**src/hw/rtl/sgd_pkg.sv**
```systemverilog
package sgd_pkg;

  // One coded bit travelling between the stages, with its valid flag
  typedef struct packed {
    logic valid;
    logic code_bit;
  } beat_t;

  // Entries of the bit queue between front and back
  localparam int unsigned QueueDepth = 4;
  localparam int unsigned QueuePtrW  = $clog2(QueueDepth);

  // Register map: word index taken from paddr[2]
  localparam int unsigned PaddrW = 3;
  localparam logic RegDivisor    = 1'b0;
  localparam logic RegSignMode   = 1'b1;

endpackage

```
**src/hw/rtl/sgd_front.sv**
```systemverilog
module sgd_front
  import sgd_pkg::*;
(
  input  logic  clk_i,
  input  logic  rst_ni,
  input  logic  in_valid_i,
  output logic  in_stall_o,
  input  logic  code_bit_i,
  output beat_t push_o,
  input  logic  queue_full_i
);

  logic valid_q, valid_d;
  logic bit_q;
  logic accept;
  logic pushed;

  // Hold the beat only while the queue refuses it
  assign pushed     = valid_q && !queue_full_i;
  assign in_stall_o = valid_q && queue_full_i;
  assign accept     = in_valid_i && !in_stall_o;

  always_comb begin
    valid_d = valid_q;
    if (accept) begin
      valid_d = 1'b1;
    end else if (pushed) begin
      valid_d = 1'b0;
    end
  end

  always_ff @(posedge clk_i or negedge rst_ni) begin
    if (!rst_ni) begin
      valid_q <= 1'b0;
    end else begin
      valid_q <= valid_d;
    end
  end

  // Capture the coded bit on each accepted beat
  always_ff @(posedge clk_i) begin
    if (accept) begin
      bit_q <= code_bit_i;
    end
  end

  assign push_o.valid    = pushed;
  assign push_o.code_bit = bit_q;

endmodule

```
**src/hw/rtl/sgd_queue.sv**
```systemverilog
module sgd_queue
  import sgd_pkg::*;
(
  input  logic  clk_i,
  input  logic  rst_ni,
  input  beat_t push_i,
  output logic  full_o,
  output beat_t head_o,
  input  logic  pop_i
);

  localparam int unsigned CountW = $clog2(QueueDepth + 1);

  logic                 mem_q [QueueDepth];
  logic [QueuePtrW-1:0] wr_ptr_q, wr_ptr_d;
  logic [QueuePtrW-1:0] rd_ptr_q, rd_ptr_d;
  logic [CountW-1:0]    count_q, count_d;
  logic                 do_push;
  logic                 do_pop;

  assign full_o  = (count_q == CountW'(QueueDepth));
  assign do_push = push_i.valid && !full_o;
  assign do_pop  = pop_i && (count_q != '0);

  // Advance pointers and fill level
  always_comb begin
    wr_ptr_d = wr_ptr_q;
    rd_ptr_d = rd_ptr_q;
    count_d  = count_q;
    if (do_push) begin
      wr_ptr_d = wr_ptr_q + 1'b1;
    end
    if (do_pop) begin
      rd_ptr_d = rd_ptr_q + 1'b1;
    end
    if (do_push && !do_pop) begin
      count_d = count_q + 1'b1;
    end else if (!do_push && do_pop) begin
      count_d = count_q - 1'b1;
    end
  end

  always_ff @(posedge clk_i or negedge rst_ni) begin
    if (!rst_ni) begin
      wr_ptr_q <= '0;
      rd_ptr_q <= '0;
      count_q  <= '0;
    end else begin
      wr_ptr_q <= wr_ptr_d;
      rd_ptr_q <= rd_ptr_d;
      count_q  <= count_d;
    end
  end

  // Store the pushed bit
  always_ff @(posedge clk_i) begin
    if (do_push) begin
      mem_q[wr_ptr_q] <= push_i.code_bit;
    end
  end

  assign head_o.valid    = (count_q != '0);
  assign head_o.code_bit = mem_q[rd_ptr_q];

endmodule

```
**src/hw/rtl/sgd_back.sv**
```systemverilog
module sgd_back
  import sgd_pkg::*;
#(
  parameter int unsigned DIVISOR_WIDTH = 16,
  parameter int unsigned VALUE_WIDTH   = 32
) (
  input  logic                     clk_i,
  input  logic                     rst_ni,
  input  logic [DIVISOR_WIDTH-1:0] divisor_i,
  input  logic                     sign_mode_i,
  input  beat_t                    head_i,
  output logic                     pop_o,
  output logic                     out_valid_o,
  input  logic                     out_stall_i,
  output logic [VALUE_WIDTH-1:0]   decoded_value_o,
  output logic                     overflow_o
);

  localparam int unsigned DW = DIVISOR_WIDTH;
  localparam int unsigned VW = VALUE_WIDTH;
  localparam int unsigned BW = $clog2(DW + 1);
  localparam int unsigned RW = DW + 1;
  localparam int unsigned MW = VW - 1;
  localparam int unsigned SW = ((MW > RW) ? MW : RW) + 1;

  localparam logic [1:0] PhUnary = 2'd0;
  localparam logic [1:0] PhRem   = 2'd1;
  localparam logic [1:0] PhExtra = 2'd2;
  localparam logic [1:0] PhSign  = 2'd3;

  localparam logic [MW-1:0] MagMax = {MW{1'b1}};

  logic [1:0]    phase_q, phase_d;
  logic [MW-1:0] mag_q, mag_d;
  logic [RW-1:0] rem_q, rem_d;
  logic [BW-1:0] left_q, left_d;
  logic          sat_q, sat_d;

  logic                out_valid_q, out_valid_d;
  logic [VW-1:0]       value_q, value_d;
  logic                ovf_q, ovf_d;

  logic          advance;
  logic          cbit;
  logic [DW-1:0] m_eff;
  logic [BW-1:0] b_len;
  logic [RW-1:0] u_off;
  logic          m_is_one;
  logic [RW-1:0] r_shift;
  logic [RW-1:0] r_extra;
  logic [BW-1:0] left_dec;
  logic [1:0]    phase_c;
  logic [RW-1:0] rem_c;
  logic [BW-1:0] left_c;
  logic          add_m;
  logic          fin;
  logic [RW-1:0] fin_r;
  logic [SW-1:0] addend;
  logic [SW-1:0] sum;
  logic          sat_now;
  logic [MW-1:0] mag_new;
  logic          sat_new;
  logic [VW-1:0] half;
  logic [VW-1:0] mag_ext;
  logic          emit;

  assign advance = head_i.valid && (!out_valid_q || !out_stall_i);
  assign pop_o   = advance;
  assign cbit    = head_i.code_bit;

  // Effective divisor, code length b = ceil(log2 m) and offset u = 2^b - m
  always_comb begin
    m_eff = (divisor_i == '0) ? DW'(1) : divisor_i;
    b_len = '0;
    for (int k = 0; k < DW; k++) begin
      if ((RW'(1) << k) < RW'(m_eff)) begin
        b_len = BW'(k + 1);
      end
    end
    u_off    = (RW'(1) << b_len) - RW'(m_eff);
    m_is_one = (m_eff == DW'(1));
  end

  // Shift in the bit, and the offset-corrected remainder for the extra bit
  always_comb begin
    r_shift  = {rem_q[RW-2:0], cbit};
    r_extra  = (r_shift >= u_off) ? (r_shift - u_off) : '0;
    left_dec = (left_q != '0) ? (left_q - 1'b1) : '0;
  end

  // Classify the step: add m, enter a phase, or finish the magnitude
  always_comb begin
    phase_c = phase_q;
    rem_c   = rem_q;
    left_c  = left_q;
    add_m   = 1'b0;
    fin     = 1'b0;
    fin_r   = '0;
    unique case (phase_q)
      PhUnary: begin
        if (cbit) begin
          add_m = 1'b1;
        end else if (m_is_one) begin
          fin = 1'b1;
        end else begin
          rem_c  = '0;
          left_c = b_len - 1'b1;
          if (b_len == BW'(1)) begin
            if (u_off == '0) begin
              phase_c = PhExtra;
            end else begin
              fin = 1'b1;
            end
          end else begin
            phase_c = PhRem;
          end
        end
      end
      PhRem: begin
        rem_c  = r_shift;
        left_c = left_dec;
        if (left_dec == '0) begin
          if (r_shift >= u_off) begin
            phase_c = PhExtra;
          end else begin
            fin   = 1'b1;
            fin_r = r_shift;
          end
        end
      end
      PhExtra: begin
        rem_c = r_extra;
        fin   = 1'b1;
        fin_r = r_extra;
      end
      PhSign: begin
      end
      default: begin
      end
    endcase
  end

  // Saturating magnitude add
  assign addend  = add_m ? SW'(m_eff) : SW'(fin_r);
  assign sum     = SW'(mag_q) + addend;
  assign sat_now = (sum > SW'(MagMax));
  assign mag_new = sat_now ? MagMax : sum[MW-1:0];
  assign sat_new = sat_q | sat_now;

  assign half    = {2'b00, mag_new[MW-1:1]};
  assign mag_ext = {1'b0, mag_q};

  // Sign the magnitude and build the result beat
  always_comb begin
    phase_d = phase_c;
    rem_d   = rem_c;
    left_d  = left_c;
    mag_d   = mag_q;
    sat_d   = sat_q;
    emit    = 1'b0;
    value_d = value_q;
    ovf_d   = ovf_q;
    if (add_m) begin
      mag_d = mag_new;
      sat_d = sat_new;
    end
    if (fin) begin
      if (mag_new == '0) begin
        emit    = 1'b1;
        value_d = '0;
        ovf_d   = sat_new;
      end else if (!sign_mode_i) begin
        phase_d = PhSign;
        mag_d   = mag_new;
        sat_d   = sat_new;
      end else begin
        emit    = 1'b1;
        value_d = mag_new[0] ? ~half : half;
        ovf_d   = sat_new;
      end
    end
    if (phase_q == PhSign) begin
      emit    = 1'b1;
      value_d = cbit ? (VW'(0) - mag_ext) : mag_ext;
      ovf_d   = sat_q;
    end
    if (emit) begin
      phase_d = PhUnary;
      mag_d   = '0;
      sat_d   = 1'b0;
      rem_d   = '0;
      left_d  = '0;
    end
  end

  // Output beat valid: set on a result, drop once taken
  always_comb begin
    out_valid_d = out_valid_q;
    if (advance && emit) begin
      out_valid_d = 1'b1;
    end else if (!out_stall_i) begin
      out_valid_d = 1'b0;
    end
  end

  always_ff @(posedge clk_i or negedge rst_ni) begin
    if (!rst_ni) begin
      phase_q     <= PhUnary;
      mag_q       <= '0;
      rem_q       <= '0;
      left_q      <= '0;
      sat_q       <= 1'b0;
      out_valid_q <= 1'b0;
    end else begin
      out_valid_q <= out_valid_d;
      if (advance) begin
        phase_q <= phase_d;
        mag_q   <= mag_d;
        rem_q   <= rem_d;
        left_q  <= left_d;
        sat_q   <= sat_d;
      end
    end
  end

  // Load the result payload
  always_ff @(posedge clk_i) begin
    if (advance && emit) begin
      value_q <= value_d;
      ovf_q   <= ovf_d;
    end
  end

  assign out_valid_o     = out_valid_q;
  assign decoded_value_o = value_q;
  assign overflow_o      = ovf_q;

endmodule

```
**src/hw/rtl/signed_golomb_decoder.sv**
```systemverilog
// Channel  | Direction | Handshake               | Payload
// ---------+-----------+-------------------------+-------------------------------
// in       | input     | in_valid_i / in_stall_o | code_bit_i
// out      | output    | out_valid_o/ out_stall_i| decoded_value_o, overflow_o
// config   | APB       | psel/penable/pready     | paddr, pwdata, prdata
//
// One coded bit is taken per cycle while in_stall_o is low; a result beat is offered
// from the result register after the bit completing its codeword passes the front
// register and the bit queue. The decoder steps one bit per cycle while no result is
// stalled, through one saturating adder. A four-beat queue behind the front register
// takes up to five more bits while a result waits on out_stall_i.
// Reset clears control state and loads divisor 4, sign-magnitude mode.
module signed_golomb_decoder
  import sgd_pkg::*;
#(
  parameter int unsigned DIVISOR_WIDTH = 16,
  parameter int unsigned VALUE_WIDTH   = 32
) (
  input  logic                   clk_i,
  input  logic                   rst_ni,
  input  logic                   psel,
  input  logic                   penable,
  input  logic                   pwrite,
  input  logic [PaddrW-1:0]      paddr,
  input  logic [31:0]            pwdata,
  output logic [31:0]            prdata,
  output logic                   pready,
  input  logic                   in_valid_i,
  output logic                   in_stall_o,
  input  logic                   code_bit_i,
  output logic                   out_valid_o,
  input  logic                   out_stall_i,
  output logic [VALUE_WIDTH-1:0] decoded_value_o,
  output logic                   overflow_o
);

  localparam int unsigned DW = DIVISOR_WIDTH;

  logic [DW-1:0] divisor_q;
  logic          sign_mode_q;
  logic          cfg_write;
  beat_t         push;
  beat_t         head;
  logic          queue_full;
  logic          pop;

  assign pready    = 1'b1;
  assign cfg_write = psel && penable && pwrite && pready;

  // Write configuration registers
  always_ff @(posedge clk_i or negedge rst_ni) begin
    if (!rst_ni) begin
      divisor_q   <= DW'(4);
      sign_mode_q <= 1'b0;
    end else if (cfg_write) begin
      unique case (paddr[2])
        RegDivisor:  divisor_q   <= pwdata[DW-1:0];
        RegSignMode: sign_mode_q <= pwdata[0];
        default: begin
        end
      endcase
    end
  end

  // Read back
  always_comb begin
    unique case (paddr[2])
      RegDivisor:  prdata = 32'(divisor_q);
      RegSignMode: prdata = 32'(sign_mode_q);
      default:     prdata = '0;
    endcase
  end

  sgd_front u_front (
    .clk_i        (clk_i),
    .rst_ni       (rst_ni),
    .in_valid_i   (in_valid_i),
    .in_stall_o   (in_stall_o),
    .code_bit_i   (code_bit_i),
    .push_o       (push),
    .queue_full_i (queue_full)
  );

  sgd_queue u_queue (
    .clk_i  (clk_i),
    .rst_ni (rst_ni),
    .push_i (push),
    .full_o (queue_full),
    .head_o (head),
    .pop_i  (pop)
  );

  sgd_back #(
    .DIVISOR_WIDTH (DIVISOR_WIDTH),
    .VALUE_WIDTH   (VALUE_WIDTH)
  ) u_back (
    .clk_i           (clk_i),
    .rst_ni          (rst_ni),
    .divisor_i       (divisor_q),
    .sign_mode_i     (sign_mode_q),
    .head_i          (head),
    .pop_o           (pop),
    .out_valid_o     (out_valid_o),
    .out_stall_i     (out_stall_i),
    .decoded_value_o (decoded_value_o),
    .overflow_o      (overflow_o)
  );

endmodule

```
**config.mk**
```make
export PLATFORM = sky130hd
export DESIGN_NAME = signed_golomb_decoder
export DESIGN_NICKNAME = d
export VERILOG_FILES = /design/src/hw/rtl/sgd_pkg.sv /design/src/hw/rtl/sgd_front.sv /design/src/hw/rtl/sgd_queue.sv /design/src/hw/rtl/sgd_back.sv /design/src/hw/rtl/signed_golomb_decoder.sv
export SDC_FILE = /design/constraint.sdc
export NUM_CORES = 1
export LEC_CHECK = 0
export BUFFER_PORTS_ARGS = -buffer_cell sky130_fd_sc_hd__buf_2
export CORE_AREA = 4 4 160 162
export CTS_CLUSTER_SIZE = 40
export DETAILED_ROUTE_END_ITERATION = 6
export DIE_AREA = 0 0 164 166
export PLACE_DENSITY = 0.66
export SYNTH_ARGS = -nofsm -noshare
export SYNTH_HDL_FRONTEND = slang
export SYNTH_SLANG_ARGS = --single-unit
```
**constraint.sdc**
```tcl
create_clock -name clk_i -period 11.1 [get_ports clk_i]
set_input_delay 1.665 -clock clk_i [delete_from_list [all_inputs] [get_ports clk_i]]
set_output_delay 1.665 -clock clk_i [all_outputs]
set_load 0.02 [all_outputs]
```
==> results of run 1 <==
-- worst max-delay path: cells and delay by family (launching register included) --
family / cells / cell delay [ps]
AND/OR/NAND/NOR: 15 / 3340
buffers and inverters: 7 / 1020
adder cells (fa/ha/maj): 5 / 1130
flip-flops: 1 / 450
AO/OA/AOI/OAI: 21 / 4550
-- metrics by stage --
step	utilization [%]	power, mW	hold slack [ps]
global placement	48.7	2.81	470
floorplan	-	2.26	458
detailed placement	48.7	2.84	474
finish	52.0	3.49	485
global route	52.0	3.75	517
CTS	51.2	3.44	488
-- power groups by stage --
stage          Combinational [mW]  Sequential (mW)  Clock, mW
2_1_floorplan                1.51            0.747          0
3_3_place_gp                 2.08            0.722          0
3_5_place_dp                 2.11            0.725          0
4_1_cts                      2.13            0.718      0.599
5_1_grt                      2.40            0.734      0.621
6_report                     2.18            0.721      0.589
-- worst max-delay path by stage --
stage / to / slack, ps / startpoint / cells after the start
finish: u_back.left_q[3] / 490 / divisor_q[3] / 48
detailed placement: u_back.rem_q[5] / 200 / divisor_q[3] / 45
global placement: u_back.decoded_value_o[2] / 320 / divisor_q[3] / 45
global route: u_back.rem_q[14] / -40 / divisor_q[3] / 47
CTS: u_back.left_q[1] / 110 / divisor_q[3] / 45
floorplan: u_back.decoded_value_o[0] / 100 / divisor_q[1] / 49
-- timing repair --
| action | 4_1_cts | 5_1_grt |
|---|---|---|
| hold buffers | 0 | 0 |
| setup endpoints to repair | 0 | 121 |
| setup buffers | 0 | 1 |
| resized for setup | 0 | 33 |
-- sequential cells by signal (all words and copies together), names as in the netlist --
register	cells
divisor_q	16
sign_mode_q	1
u_back.decoded_value_o	32
u_back.left_q	5
u_back.mag_q	31
u_back.out_valid_o	1
u_back.overflow_o	1
u_back.phase_q	2
u_back.rem_q	16
u_back.sat_q	1
u_front.bit_q	1
u_front.valid_q	1
u_queue.count_q	3
u_queue.mem_q	4
u_queue.rd_ptr_q	2
u_queue.wr_ptr_q	2
-- synthesized netlist by cell type, types with 16 or more instances --
cell | instances | share of area [%]
a211oi_1 | 18 | 1.3
a21o_1 | 18 | 1.3
a21oi_1 | 77 | 3.6
a22o_1 | 32 | 2.6
and2_1 | 27 | 1.6
buf_4 | 17 | 1.2
clkbuf_1 | 47 | 1.6
dfrtp_1 | 80 | 19
edfxtp_1 | 38 | 11
ha_1 | 66 | 7.6
inv_1 | 66 | 2.3
mux2_2 | 22 | 2.3
nand2_1 | 111 | 3.9
nand3_1 | 21 | 0.97
nand4_1 | 17 | 0.98
nor2_1 | 95 | 3.3
nor3_1 | 35 | 1.6
o21ai_0 | 96 | 4.4
o22ai_1 | 16 | 0.93
or2_2 | 16 | 0.93
xnor2_1 | 69 | 5.6
xor2_1 | 44 | 3.6
-- layout make-up --
cell class              instances  share of cell area (%)
repair buffers                143                    7.63
clock inverters                15                    1.52
clock buffers                  17                    3.40
flip-flops and latches        119                    25.3
multi-input cells            1015                    56.9
well taps                     324                    3.24
inverters                      67                    2.01
-- cell families (layout without fill, tap and decap cells) --
logic type / after synthesis / count (layout) / synth area share (%)
AOI/OAI and AO/OA: 389 / 389 / 25.0
adders and majority gates: 72 / 72 / 8.57
buffers and inverters: 148 / 242 / 6.60
xor gates and xnor gates: 113 / 113 / 9.16
other: 2 / 17 / 0.0695
DFF: 119 / 119 / 29.3
and+or+nand+nor: 398 / 398 / 18.6
muxes: 26 / 26 / 2.66
-- layer usage --
metal / GRT usage (%) / vias to the layer above / part of all wire (%)
met5: 0 / - / 0
met4: 6.82 / 0 / 2.2
met3: 3.08 / 57 / 5.5
met2: 36.1 / 346 / 48
met1: 29.2 / 4680 / 44
li1: - / 4791 / -
-- placed cells by master, fill, tap and decap left out, drive strengths merged, types with 6 or more instances in the layout --
master,instances
buf,142
nand2,111
o21ai,99
nor2,95
dfrtp,80
a21oi,77
inv,72
xnor2,69
ha,66
xor2,44
edfxtp,38
nor3,35
a22o,32
and2,28
mux2,22
nand3,21
o2bb2ai,21
a21o,18
clkbuf,18
nand4,18
a211oi,18
conb,17
or2,17
o22ai,16
o21a,13
or3,13
o31ai,13
a22oi,11
and3,10
nand2b,10
o21bai,9
nor4,9
nor2b,8
and4,6
or4,6
a31oi,6
==> reports/metrics.yaml, run 1 <==
sta:
  hold_viol: 0
  maxSlewViolCount: 0
  timing.final.ws_setup_ps: 493
  fmax_mhz: 94.3
  final-setup-viol-count: 0
  period_share_pct: 95.6
  period_needed_ps: 10610
  max_slew_margin_pct: 28.2
  finalSetupTns_ps: 0
  tightestPinTransition_ps: 1080
  skew_ps: 19.3
clock_tree:
  tritoncts: "built"
  cts.sinks: 119
  path_clk_slew_ps: 60
  cts_max_level: 4
  clk_latency_ps: 430
  cts_made_buffers: 17
  cts_root_buf: "clkbuf_16"
  clk_path_buf_depth: 2
floorplan:
  rows: 57
  die-area_sq_um: 27200
  core_sq_um: 24100
  start_util_pct: 44.8
  pin_count: 111
  fp.dieW_microns: 164
  die_h_microns: 166
placement:
  dp_cells: 1666
  dp_hpwl_microns: 22600
  io_buffers: 75
  place_area_sq_um: 11700
  post-place-ws_ps: 197
  routabilityCongestion: 0.934
run_status:
  outcome: "completed"
pwr:
  irDropWorstVdd_mv: 0.146
  power.leakage_nw: 5.42
  p_per_area_nw_per_um2: 278
  switching_share_pct: 46.9
  switchingPower_mw: 1.64
  clkPwrFrac_pct: 16.9
  power.internal_mw: 1.85
  seqPwrFrac_pct: 20.7
  pwr-share-comb_pct: 62.4
drt:
  wire_per_inst_microns: 17.8
  ant_nets: 0
  drt-total-wl_microns: 30200
  first_pass_iters: 6
  post-route-drc-count: 0
  vias: 9874
  drt_iter0_drc: 717
  via_per_inst: 5.81
final_layout:
  n_antenna_cell: 0
  finish.instance_area_sq_um: 12500
  seq_area_sq_um: 3170
  drive_above_1_share_pct: 19.5
  instances_no_fill: 1700
  multi_input_area_sq_um: 7130
  nets: 1476
  area_growth_pct: 16.0
  fillers: 2275
hold_path:
  whs_endpoint: "u_back.sat_q"
  hp-start: "u_back.sat_q"
  hold_class: "reg2reg"
  holdPathStages: 1
yosys:
  netlist_area_sq_um: 10800
  ys_ff_latch: 119
  synthCells: 1267
  synth.yosys.seq_area_share_pct: 29.3
  synth_edf_count: 38
  yosys_warnings: 0
  syn-mean-instance-area_sq_um: 8.52
  ys_async_sr_fraction_pct: 68.1
  synth_flop_cell: "dfrtp_1"
  synth_cell_types: 95
critical_path:
  cpMaxStageDelayCell: "or4_4"
  cp.required_ps: 11400
  rrSetupSlack_ps: 490
  cp.arrival_ps: 10910
  r2r_start: "divisor_q[3]"
  endpoint_kind: "flip-flop"
  cp-start-kind: "flip-flop"
  critPathKind: "reg2reg"
  timing.rr.end: "u_back.left_q[3]"
  cp_slowest_stage_delay_ps: 550
  critPathMaxFanout: 9
  rr_worst_depth: 48
run:
  max-cap-violations: 0
global_route:
  grt_max_degree: 79
  first_global_vias: 9315
  grt-ovfl-total: 0
  antenna_found_initial: 0
  grt.total_usage_pct: 21.7
  grt_pass1_wl_microns: 48000
Note: power is estimated with default switching activity, not from simulation.
==> run 2: changes to the inputs <==
Settings changed: RECOVER_POWER from default to 25.
==> run 2 against run 1 <==
Compared with the run above: the flow now finishes with violations (max-capacitance violations, max-slew violations); count of clock-buffer cells in the layout did not move; non-clock buffer count did not move; sequential cell count did not move; final area barely moved; cell count did not move; combinational power barely moved; clock skew fell by 0.81 ps; fmax fell by 0.17%; total power barely moved; setup slack got worse by 18 ps.
==> reports/metrics.yaml, run 2 (synthesis gave the netlist of run 1 again) <==
drt:
  vias: 9877  # +0.030%
  wire_per_inst_microns: 17.8  # +0.23%
  first_pass_iters: 5  # -1
  ant_nets: 0  # unchanged
  post-route-drc-count: 0  # unchanged
  drt-total-wl_microns: 30300  # +0.23%
  drt_iter0_drc: 723  # +0.84%
  via_per_inst: 5.81  # about the same
final_layout:
  n_antenna_cell: 0  # unchanged
  final_util_pct: 51.9  # about the same
  fillers: 2274  # -0.044%
  area_growth_pct: 15.9  # about the same
  layout_commonest_cell: "nand2_1"
  mostFrequentLayoutCells: "111 x nand2_1, 95 x nor2_1, 92 x o21ai_0"
  largest_reg_flops: 32  # unchanged
  drive_above_1_share_pct: 19.3  # -0.22 points
  nets: 1476  # unchanged
critical_path:
  cp.arrival_ps: 10930  # +20 ps
  critPathMaxFanout: 9  # unchanged
  rrSetupSlack_ps: 480  # -20 ps
  cpMaxStageDelayCell: "or4_4"
  endpoint_kind: "flip-flop"
  critPathKind: "reg2reg"
  cp_slowest_stage_delay_ps: 550  # about the same
  cp-start-kind: "flip-flop"
  cp.required_ps: 11400  # about the same
placement:
  post-place-ws_ps: 197  # unchanged
  routabilityCongestion: 0.934  # unchanged
  io_buffers: 75  # unchanged
  dp_hpwl_microns: 22600  # unchanged
pwr:
  irDropWorstVdd_mv: 0.146  # -0.19%
  power.leakage_nw: 5.41  # -0.26%
  p_per_area_nw_per_um2: 279  # about the same
clock_tree:
  tritoncts: "built"
  clk_path_buf_depth: 2  # unchanged
  cts_root_buf: "clkbuf_16"
  clk_latency_ps: 430  # about the same
  cts.hold.buffers_added: 0  # unchanged
  cts.sinks: 119  # unchanged
  cts_made_buffers: 17  # unchanged
  cts_max_level: 4  # unchanged
  path_clk_slew_ps: 60  # about the same
sta:
  timing.final.ws_setup_ps: 475  # -17.9 ps
  skew_ps: 18.5  # -0.807 ps
  hold_viol: 0  # unchanged
  fmax_mhz: 94.1  # -0.17%
  period_needed_ps: 10620  # +17.9 ps
  max_slew_margin_pct: -202  # -230 points
  maxSlewViolCount: 79  # +79
  period_share_pct: 95.7  # +0.16 points
  finalSetupTns_ps: 0  # unchanged
  tightestPinTransition_ps: 4530  # +3450 ps
  final-setup-viol-count: 0  # unchanged
global_route:
  grt_max_degree: 79  # unchanged
  grt-ovfl-total: 0  # unchanged
  grt.total_usage_pct: 21.7  # unchanged
  grt_pass1_wl_microns: 48000  # unchanged
  first_global_vias: 9315  # unchanged
  antenna_found_initial: 0  # unchanged
floorplan:
  pin_count: 111  # unchanged
  die_h_microns: 166  # unchanged
  start_util_pct: 44.8  # unchanged
  die-area_sq_um: 27200  # unchanged
  fp.dieW_microns: 164  # unchanged
  rows: 57  # unchanged
  core_sq_um: 24100  # unchanged
run_status:
  outcome: "finished with violations"
  failed_checks: "max-capacitance violations, max-slew violations"
run:
  max-cap-violations: 1  # +1
hold_path:
  hold_class: "reg2reg"
==> run 2: timing repair <==
| action | in CTS | in global routing |
|---|---|---|
| buffers inserted | 0 | 1 |
| endpoints found under the setup margin | 0 | 121 |
| gates resized for setup | 0 | 33 |
==> run 2: area by class of cell <==
cell class                 count  area [sq um]  share of cell area (%)
clock buffer                  17           425                    3.40
clock inverter                15           190                    1.52
inverter                      67           251                    2.01
multi-input combinational   1015          7130                    56.9
sequential                   119          3170                    25.3
tap                          324           405                    3.24
timing repair buffer         143           947                    7.57
==> run 2: per-stage QoR <==
stage	instances	cell area [sq um]	total power, mW	hold WS (ps)
global placement	1666	11700	2.81	470
CTS	1698	12400	3.44	488
global route	1700	12500	3.75	517
floorplan	1282	10900	2.26	458
finish	1700	12500	3.49	485
detailed placement	1666	11700	2.84	474
==> run 2: worst paths after layout <==
kind / start / end / cells past startpoint
setup / recovery: divisor_q[3] / u_back.left_q[3] / 48
setup reg to reg: divisor_q[3] / u_back.left_q[3] / 48
hold reg to reg: u_back.sat_q / u_back.sat_q / 1
max in group asynchronous: rst_ni / u_back.mag_q[12] / 2
hold / removal: u_back.sat_q / u_back.sat_q / 1
min in group asynchronous: rst_ni / divisor_q[0] / 1
==> run 2: worst max-delay path: cells and delay by family (launching register included) <==
family / cells / cell delay [ps]
buffers and inverters: 7 / 1020
adders and majority gates: 5 / 1130
and+or+nand+nor: 15 / 3340
AOI/OAI and AO/OA: 21 / 4540
DFF: 1 / 450
==> run 2: where the power goes <==
| part | switching, mW | internal (mW) |
|---|---|---|
| logic | 1.31 | 0.869 |
| registers | 0.0968 | 0.623 |
| clock network | 0.231 | 0.358 |
==> run 2: layer usage <==
metal  GRT usage [%]  vias to the layer above  wire length, microns
li1                -                     4788                     -
met1            29.2                     4674                 13200
met2            36.1                      363                 14500
met3            3.08                       52                  1870
met4            6.82                        0                   639
met5               0                        -                     0
